$ cat config.mk
export PLATFORM = sky130hd
export DESIGN_NAME = mdvd_cell
export DESIGN_NICKNAME = d
export VERILOG_FILES = /design/src/design/mdvd_pkg.sv /design/src/design/mdvd_cell.sv
export SDC_FILE = /design/constraint.sdc
export NUM_CORES = 1
export LEC_CHECK = 0
export ABC_AREA = 1
export BUFFER_PORTS_ARGS = -buffer_cell sky130_fd_sc_hd__buf_2
export CORE_AREA = 2 2 70 72
export DETAILED_ROUTE_END_ITERATION = 6
export DIE_AREA = 0 0 72 74
export GPL_ROUTABILITY_DRIVEN = 0
export PLACE_DENSITY = 0.81
export SLEW_MARGIN = 20
export SYNTH_ARGS = -nofsm -noshare
export SYNTH_HDL_FRONTEND = slang
export SYNTH_SLANG_ARGS = --single-unit
$ cat constraint.sdc
create_clock -name clk -period 0.8 [get_ports clk]
set_input_delay 0.04 -clock clk [delete_from_list [all_inputs] [get_ports clk]]
set_output_delay 0.04 -clock clk [all_outputs]
set_load 0.02 [all_outputs]
$ cat src/design/mdvd_pkg.sv
package mdvd_pkg;

  // Geometry of the codebook
  localparam int VECTOR_LEN    = 4;
  localparam int CODEBOOK_SIZE = 16;
  localparam int STORE_DEPTH   = VECTOR_LEN * CODEBOOK_SIZE;

  // Derived widths
  localparam int ADDR_W = (STORE_DEPTH > 1) ? $clog2(STORE_DEPTH) : 1;
  localparam int POS_W  = (VECTOR_LEN > 1) ? $clog2(VECTOR_LEN) : 1;
  localparam int CW_W   = $clog2(CODEBOOK_SIZE);
  localparam int DIST_W = 33 + $clog2(VECTOR_LEN);

  // Fixed field widths
  localparam int SMP_W   = 16;
  localparam int WORD_W  = 2 * SMP_W;
  localparam int SQ_W    = 32;
  localparam int ENTRY_W = 6;
  localparam int SYM_W   = 4;
  localparam int WIN_W   = 16;
  localparam int REP_W   = 17;

  localparam logic [WIN_W-1:0] WINDOW_RESET = 16'd16000;
  localparam logic [WIN_W-1:0] COUNT_MAX    = 16'hFFFF;

  // Command codes
  localparam logic CMD_LOAD   = 1'b0;
  localparam logic CMD_SAMPLE = 1'b1;

  // One sample pair held in a chain cell; real part in the low half
  typedef struct packed {
    logic [WORD_W-1:0] pri_word;
    logic [WORD_W-1:0] ref_word;
  } pair_t;

  // Sweep control traveling with each codebook word
  typedef struct packed {
    logic            valid;
    logic            first;
    logic            last;
    logic [CW_W-1:0] cw;
  } sweep_ctl_t;

endpackage

$ cat src/design/mdvd_cell.sv
module mdvd_cell (
  input  logic            clk,
  input  logic            shift_en,
  input  mdvd_pkg::pair_t d_in,
  output mdvd_pkg::pair_t q
);

  import mdvd_pkg::*;

  pair_t data_r;

  // Take the neighbor's pair on each shift
  always_ff @(posedge clk) begin
    if (shift_en) begin
      data_r <= d_in;
    end
  end

  assign q = data_r;

endmodule

==> reports/qor.csv <==
metric,value,unit
status,finished with violations,
failed_checks,setup timing,
sw_frac_of_total,23.4,%
period_needed,955,ps
pwr-share-seq,51.7,%
min_period_over_period,119,%
worstSetupEndpointType,output port,
power.switching,1.86,mW
combPwrFrac,16.5,%
viasPerCell,4.43,
cts_tree,yes,
crit_path_start_kind,flop,
crit_chain,buf_6,
crit_path_max_fanout,1,
layout-drive-gt1-share,52.2,%
portBuffers,129,
synth.distinct_cells,1,
cpPeakStageDelay,420,ps
synth_top_area_share,100,%
hold_path_class,input port to flop,
die_w,72,um
ant_nets,0,
crit_type,flop to output port,
fillers,229,
die_h,74,um
num_antenna_cells,0,
fin_area,3790,um2
multiInputGateArea,0,um2
num-multi-input-gates,0,
cts_sinks,64,
final_cell_mix,"81 x buf_2, 64 x dlygate4sd3_1, 64 x edfxtp_1, 48 x buf_6, 9 x clkbuf_8",
clockBufferDepth,2,
slew_headroom,88.2,%
tightest_slew,176,ps
drt_iter0_drc,58,
antenna_found_initial,0,
routed-via-count,1452,
rows,25,
largest_reg_flops,64,
cp_slowest_cell,edfxtp_1,
ys_seq_area_share,100,%
synth_area,1920,um2
drv_cap,0,
syn_avg_cell_area,30.0,um2
grt_overflow,0,
die_area,5330,um2
crit_buf_inv,1,
clockPowerShare,31.8,%
ys_seq_elements,64,
grt_pass1_wl,7210,um
yosys_warnings,0,
power.density,2100,nW/um2
cts_buffers,9,
required,760,ps
setup_slack,-155,ps
syn_inst,64,
dp_slack,81.8,ps
place_area,2680,um2
power_leakage,1.61,nW
synth.net_count,130,
ir_drop,1.45,mV
drt_wl_total,5600,um
gr-usage-all-layers,19.6,%
postCtsSetupBuffers,0,
final_cells,328,
setup_tns,-6490,ps
wl_per_cell,17.1,um
crit_family,flip-flops,
syn_to_final_growth,97.3,%
intPower,6.09,mW
hpwlAfterDp,2790,um
ctsHtreeMaxLevel,3,
grt_pass1_vias,1515,
final_nets,336,
core,4600,um2
clk_pin_slew,70,ps
dpl.cell_count,249,
num_io_pins,130,
crit_arrival,910,ps
synth_area_leader_cell,edfxtp_1,
max_freq,1050,MHz
synth.area.top_cells,edfxtp_1 100%,
initial_core_util,41.8,%
first_pass_iters,4,
drcViolationCount,0,
ctsRootBufferMaster,clkbuf_8,
finalSetupViolCount,64,
grt_max_degree,34,
slew_violations,0,
hold_viol,0,
rsz0062_at_grt,yes,
whs,199,ps
layout_commonest_cell,buf_2,
==> logic make-up after synthesis <==
kind of cell / synth area share, %
flops: 100
==> final timing paths <==
kind	to	depth (start not counted)	start	slack (ps)
max	q[12]	1	q[12]	-150
min	q[12]	2	shift_en	200
==> layout make-up <==
cell class,count,area [um2],share of cell area [%]
Clock buffer,9,124,3.27
Tap cell,54,67.6,1.78
Sequential cell,64,1920,50.7
Clock inverter,6,51.3,1.35
Timing Repair Buffer,195,1630,42.9
==> metrics by stage <==
stage	total power [mW]	utilization, %
2_1_floorplan	4.48	-
3_3_place_gp	4.93	58.2
3_5_place_dp	4.95	58.2
4_1_cts	7.75	77.8
5_1_grt	8.26	82.4
6_report	7.95	82.4
==> synthesized netlist by cell type, drive strengths merged <==
master / instances
edfxtp: 64
==> layer usage <==
| layer | global-route usage (%) | routed length [um] | vias to the layer above |
|---|---|---|---|
| met5 | 0 | 0 | - |
| met4 | 8.81 | 52 | 0 |
| met3 | 10.2 | 568 | 6 |
| met2 | 34.3 | 3050 | 93 |
| met1 | 19.7 | 1920 | 682 |
| li1 | - | - | 671 |
==> power groups by stage <==
stage / Combinational [mW] / Sequential [mW] / Clock [mW]
global placement: 0.827 / 4.10 / 0
detailed placement: 0.835 / 4.11 / 0
finish: 1.31 / 4.11 / 2.53
CTS: 1.14 / 4.06 / 2.56
floorplan: 0 / 4.48 / 0
global route: 1.38 / 4.13 / 2.76
==> timing repair <==
action | in CTS | in global routing
pin swaps | 0 | 0
endpoints found under the hold margin | 64 | 0
endpoints found under the setup margin | 64 | 64
gates cloned | 0 | 0
resized for setup | 28 | 69
hold buffers | 64 | 0
(Power assumes the default switching activity.)
