==> src/design/mdvd_pkg.sv <==
package mdvd_pkg;

  // Geometry of the codebook
  localparam int VECTOR_LEN    = 4;
  localparam int CODEBOOK_SIZE = 16;
  localparam int STORE_DEPTH   = VECTOR_LEN * CODEBOOK_SIZE;

  // Derived widths
  localparam int ADDR_W = (STORE_DEPTH > 1) ? $clog2(STORE_DEPTH) : 1;
  localparam int POS_W  = (VECTOR_LEN > 1) ? $clog2(VECTOR_LEN) : 1;
  localparam int CW_W   = $clog2(CODEBOOK_SIZE);
  localparam int DIST_W = 33 + $clog2(VECTOR_LEN);

  // Fixed field widths
  localparam int SMP_W   = 16;
  localparam int WORD_W  = 2 * SMP_W;
  localparam int SQ_W    = 32;
  localparam int ENTRY_W = 6;
  localparam int SYM_W   = 4;
  localparam int WIN_W   = 16;
  localparam int REP_W   = 17;

  localparam logic [WIN_W-1:0] WINDOW_RESET = 16'd16000;
  localparam logic [WIN_W-1:0] COUNT_MAX    = 16'hFFFF;

  // Command codes
  localparam logic CMD_LOAD   = 1'b0;
  localparam logic CMD_SAMPLE = 1'b1;

  // One sample pair held in a chain cell; real part in the low half
  typedef struct packed {
    logic [WORD_W-1:0] pri_word;
    logic [WORD_W-1:0] ref_word;
  } pair_t;

  // Sweep control traveling with each codebook word
  typedef struct packed {
    logic            valid;
    logic            first;
    logic            last;
    logic [CW_W-1:0] cw;
  } sweep_ctl_t;

endpackage

==> src/design/mdvd_dist.sv <==
module mdvd_dist (
  input  logic                        clk,
  input  logic                        rst_n,
  input  mdvd_pkg::sweep_ctl_t        ctl,
  input  logic [mdvd_pkg::WORD_W-1:0] smp,
  input  logic [mdvd_pkg::WORD_W-1:0] cbw,
  output logic [mdvd_pkg::CW_W-1:0]   best,
  output logic                        done
);

  import mdvd_pkg::*;

  logic signed [SMP_W:0]     d_re;
  logic signed [SMP_W:0]     d_im;
  logic signed [2*SMP_W+1:0] p_re;
  logic signed [2*SMP_W+1:0] p_im;

  sweep_ctl_t        ctl_a_r;
  logic [SQ_W-1:0]   sq_re_r;
  logic [SQ_W-1:0]   sq_im_r;
  logic [DIST_W-1:0] acc_r;
  logic [DIST_W-1:0] acc_nxt;
  logic [DIST_W-1:0] dist_r;
  logic              dist_vld_r;
  logic [CW_W-1:0]   dist_cw_r;
  logic [DIST_W-1:0] best_dist_r;
  logic [CW_W-1:0]   best_r;
  logic              done_r;

  // Exact differences and squares of both parts
  assign d_re = $signed({smp[SMP_W-1], smp[SMP_W-1:0]})
              - $signed({cbw[SMP_W-1], cbw[SMP_W-1:0]});
  assign d_im = $signed({smp[WORD_W-1], smp[WORD_W-1:SMP_W]})
              - $signed({cbw[WORD_W-1], cbw[WORD_W-1:SMP_W]});
  assign p_re = d_re * d_re;
  assign p_im = d_im * d_im;

  always_ff @(posedge clk) begin
    sq_re_r <= p_re[SQ_W-1:0];
    sq_im_r <= p_im[SQ_W-1:0];
  end

  // Accumulate one codeword's distance, restart on its first word
  assign acc_nxt = (ctl_a_r.first ? '0 : acc_r)
                 + DIST_W'(sq_re_r) + DIST_W'(sq_im_r);

  always_ff @(posedge clk) begin
    if (ctl_a_r.valid) begin
      acc_r <= acc_nxt;
    end
    if (ctl_a_r.valid && ctl_a_r.last) begin
      dist_r    <= acc_nxt;
      dist_cw_r <= ctl_a_r.cw;
    end
  end

  // Keep the smallest distance; lowest index wins ties
  always_ff @(posedge clk) begin
    if (dist_vld_r && (dist_cw_r == '0 || dist_r < best_dist_r)) begin
      best_dist_r <= dist_r;
      best_r      <= dist_cw_r;
    end
  end

  // Control pipeline
  always_ff @(posedge clk) begin
    if (!rst_n) begin
      ctl_a_r    <= '0;
      dist_vld_r <= 1'b0;
      done_r     <= 1'b0;
    end else begin
      ctl_a_r    <= ctl;
      dist_vld_r <= ctl_a_r.valid && ctl_a_r.last;
      done_r     <= dist_vld_r && (dist_cw_r == CW_W'(CODEBOOK_SIZE - 1));
    end
  end

  assign best = best_r;
  assign done = done_r;

endmodule

==> config.mk <==
export PLATFORM = sky130hd
export DESIGN_NAME = mdvd_dist
export DESIGN_NICKNAME = d
export VERILOG_FILES = /design/src/design/mdvd_pkg.sv /design/src/design/mdvd_dist.sv
export SDC_FILE = /design/constraint.sdc
export NUM_CORES = 2
export LEC_CHECK = 0
export BUFFER_PORTS_ARGS = -buffer_cell sky130_fd_sc_hd__buf_2
export CAP_MARGIN = 0
export CORE_MARGIN = 5
export CORE_UTILIZATION = 50
export CTS_CLUSTER_DIAMETER = 80
export DETAILED_ROUTE_END_ITERATION = 10
export PLACE_DENSITY = 0.74
export SYNTH_ARGS = -nofsm -noshare
export SYNTH_HDL_FRONTEND = slang
export SYNTH_SLANG_ARGS = --single-unit
export TNS_END_PERCENT = 1
==> constraint.sdc <==
create_clock -name clk -period 15.6 [get_ports clk]
set_input_delay 0.78 -clock clk [delete_from_list [all_inputs] [get_ports clk]]
set_output_delay 0.78 -clock clk [all_outputs]
set_load 0.01 [all_outputs]
==> metrics.yaml <==
final_layout:
  final_util: 0.539
  antennaDiodeCount: 0
  syn2layout_area_growth_pct: 6.88
  seq_area_um2: 4810
  final_nets: 3866
  num-fill-cells: 4908
  multi_input_area_um2: 20500
  drive_above_1_share: 0.0569
cts:
  htree_levels: 4
  insertion_delay_ns: 0.43
  cts_resized: 0
  cts_made_buffers: 17
  cts_root_buffer: "clkbuf_16"
  cts_tree: "done"
  postCtsSetupRepairBufs: 0
  ctsHoldBuffers: 0
  clockBufferDepth: 2
  clock_sinks: 184
  path_clk_slew_ns: 0.07
synthesis:
  syn_avg_cell_area_um2: 9.73
  synth_top_family_by_area: "adder cells"
  ys_top_cells_by_count: "748 x inv_1, 548 x fa_1, 254 x ha_1"
  synth_area_um2: 28400
  synth_top_cell_area_share: 0.387
  yosysTopAreaCell: "fa_1"
  synthCells: 2915
  seq_area_frac_synth: 0.170
  synth_flop_cell: "edfxtp_1"
  synth.most_common_cell: "inv_1"
  ys_seq_elements: 184
  synthSimpleGateAreaFrac: 0.103
  synthAdderAreaFrac: 0.499
  synth_edf_count: 113
  synth.distinct_cells: 72
  ys.warnings.count: 0
  synth_mux_area_frac: 0.000706
  synth_area_leaders: "fa_1 39%, edfxtp_1 12%, ha_1 11%"
  synth-compound-area-share: 0.0780
  synthXorXnorAreaFrac: 0.0411
  async_reset_ff_frac: 0
worst_setup_path:
  criticalPathCategory: "in2reg"
  end_kind: "flip-flop"
  path_max_fanout: 13
  critPathLaunchType: "input port"
  cpMostUsedCell: "fa_1"
  critical-path-max-stage-delay_ns: 0.85
  cp_slowest_cell: "xor2_1"
  arrival_ns: 9.53
  worstPathRequired_ns: 15.91
floorplanning:
  coreArea_um2: 56300
  die-area_um2: 61600
  fp.dieH_um: 248
  pin_count: 78
  die_x_um: 248
  rows: 87
  initial_core_util: 0.504
route:
  drc: 0
  drt_iter0_drc: 1135
  vias_per_cell: 5.12
  num_vias: 19259
  final_antenna_net_count: 0
  firstDrtPassIters: 5
  wirelength_mm: 55.8
  wire_per_inst_um: 14.8
sta:
  slew_headroom: 0.266
  rsz0062_at_grt: "false"
  layout_min_cycle_time_ns: 9.22
  tns_ns: 0
  slew_viol_final: 0
  period_share: 0.591
  setup_viol: 0
  hold_violations: 0
  fin_skew_ns: 0.0104
  fmax_mhz: 109
  worst_pin_slew_ns: 1.10
run_status:
  status: "finished clean"
placement:
  place_congestion: 0.901
  io_buffer_count: 77
  place_hpwl_mm: 47.8
global_route:
  grt_max_degree: 40
  grt_remaining_overflow: 0
  grt.total_usage: 0.190
  grt_pass1_wl_mm: 95.9
  grt_pass1_vias: 20344
  grt_antenna_before_repair: 0
run:
  cap_violations: 0
worst_hold_path:
  hold_path_class: "reg2reg"
## path summary, 6_finish.rpt
check	slack, ns	cells past startpoint	endpoint	startpoint
setup reg to reg	11.51	13	acc_r[34]	ctl_a_r[5]
setup / recovery	6.38	29	sq_re_r[25]	cbw[1]
hold reg to reg	0.41	0	dist_cw_r[0]	ctl_a_r[0]
hold / removal	0.41	0	dist_cw_r[0]	ctl_a_r[0]
## critical path, delay by kind of cell
kind	cells	cell delay, ns
XOR/XNOR	1	0.85
multiplexers	1	0.21
AO/OA/AOI/OAI	7	1.86
buffers and inverters	5	0.86
AND/OR/NAND/NOR	7	1.51
adder cells (fa/ha/maj)	8	3.46
## layout by cell type, fill, tap and decap left out, types with 9 or more instances in the layout
cell type	instances
a31oi_1	14
o211ai_1	14
buf_2	77
inv_1	748
nor3_1	22
xnor2_1	94
buf_4	33
and3_1	17
and2_1	17
dfxtp_1	71
edfxtp_1	113
o21ai_0	46
nand3_1	25
xor2_1	39
o21a_1	19
nor2b_1	53
nand2_1	210
fa_1	548
nand4_1	10
a21o_1	67
or2_2	9
ha_1	254
nor2_1	251
nand2b_1	18
a21oi_1	80
clkbuf_16	17
## cell families after synthesis
group                    Yosys count
buffers and inverters            814
adder cells (fa/ha/maj)          802
AND/OR/NAND/NOR                  655
AO/OA/AOI/OAI                    324
flip-flops                       184
XOR/XNOR                         133
multiplexers                       2
other                              1
## area by class of cell
| class | instances | share of cell area |
|---|---|---|
| tap | 756 | 0.0312 |
| multi-input combinational | 1918 | 0.675 |
| timing repair buffer | 110 | 0.0209 |
| inverter | 760 | 0.0943 |
| sequential | 184 | 0.159 |
| clock inverter | 12 | 0.00508 |
| clock buffer | 20 | 0.0144 |
## routing by layer
layer  vias to the layer above  track usage  part of all wire
met3                        86       0.0250             0.055
met4                         0       0.0381             0.016
met5                         -            0                 0
met2                       450        0.333              0.51
li1                       9080            -                 -
met1                      9643        0.258              0.42
## per-stage QoR
| stage | setup WS, ns | area (µm²) | hold WS [ns] | std cells |
|---|---|---|---|---|
| floorplan | 7.04 | 28400 | 0.386 | 2916 |
| global placement | 6.34 | 29700 | 0.388 | 3728 |
| detailed placement | 6.09 | 29700 | 0.396 | 3728 |
| CTS | 6.53 | 30300 | 0.410 | 3760 |
| global route | 5.79 | 30300 | 0.423 | 3760 |
| finish | 6.38 | 30300 | 0.408 | 3760 |
## state kept, by name, summed over array words and instances, names as in the netlist
signal / cells
done: 1
best: 4
dist_vld_r: 1
best_dist_r: 35
sq_im_r: 31
dist_cw_r: 4
dist_r: 35
acc_r: 35
ctl_a_r: 7
sq_re_r: 31
Power is not shown: default switching activity piles up to over one toggle a cycle in this logic, so the estimate is an artifact.
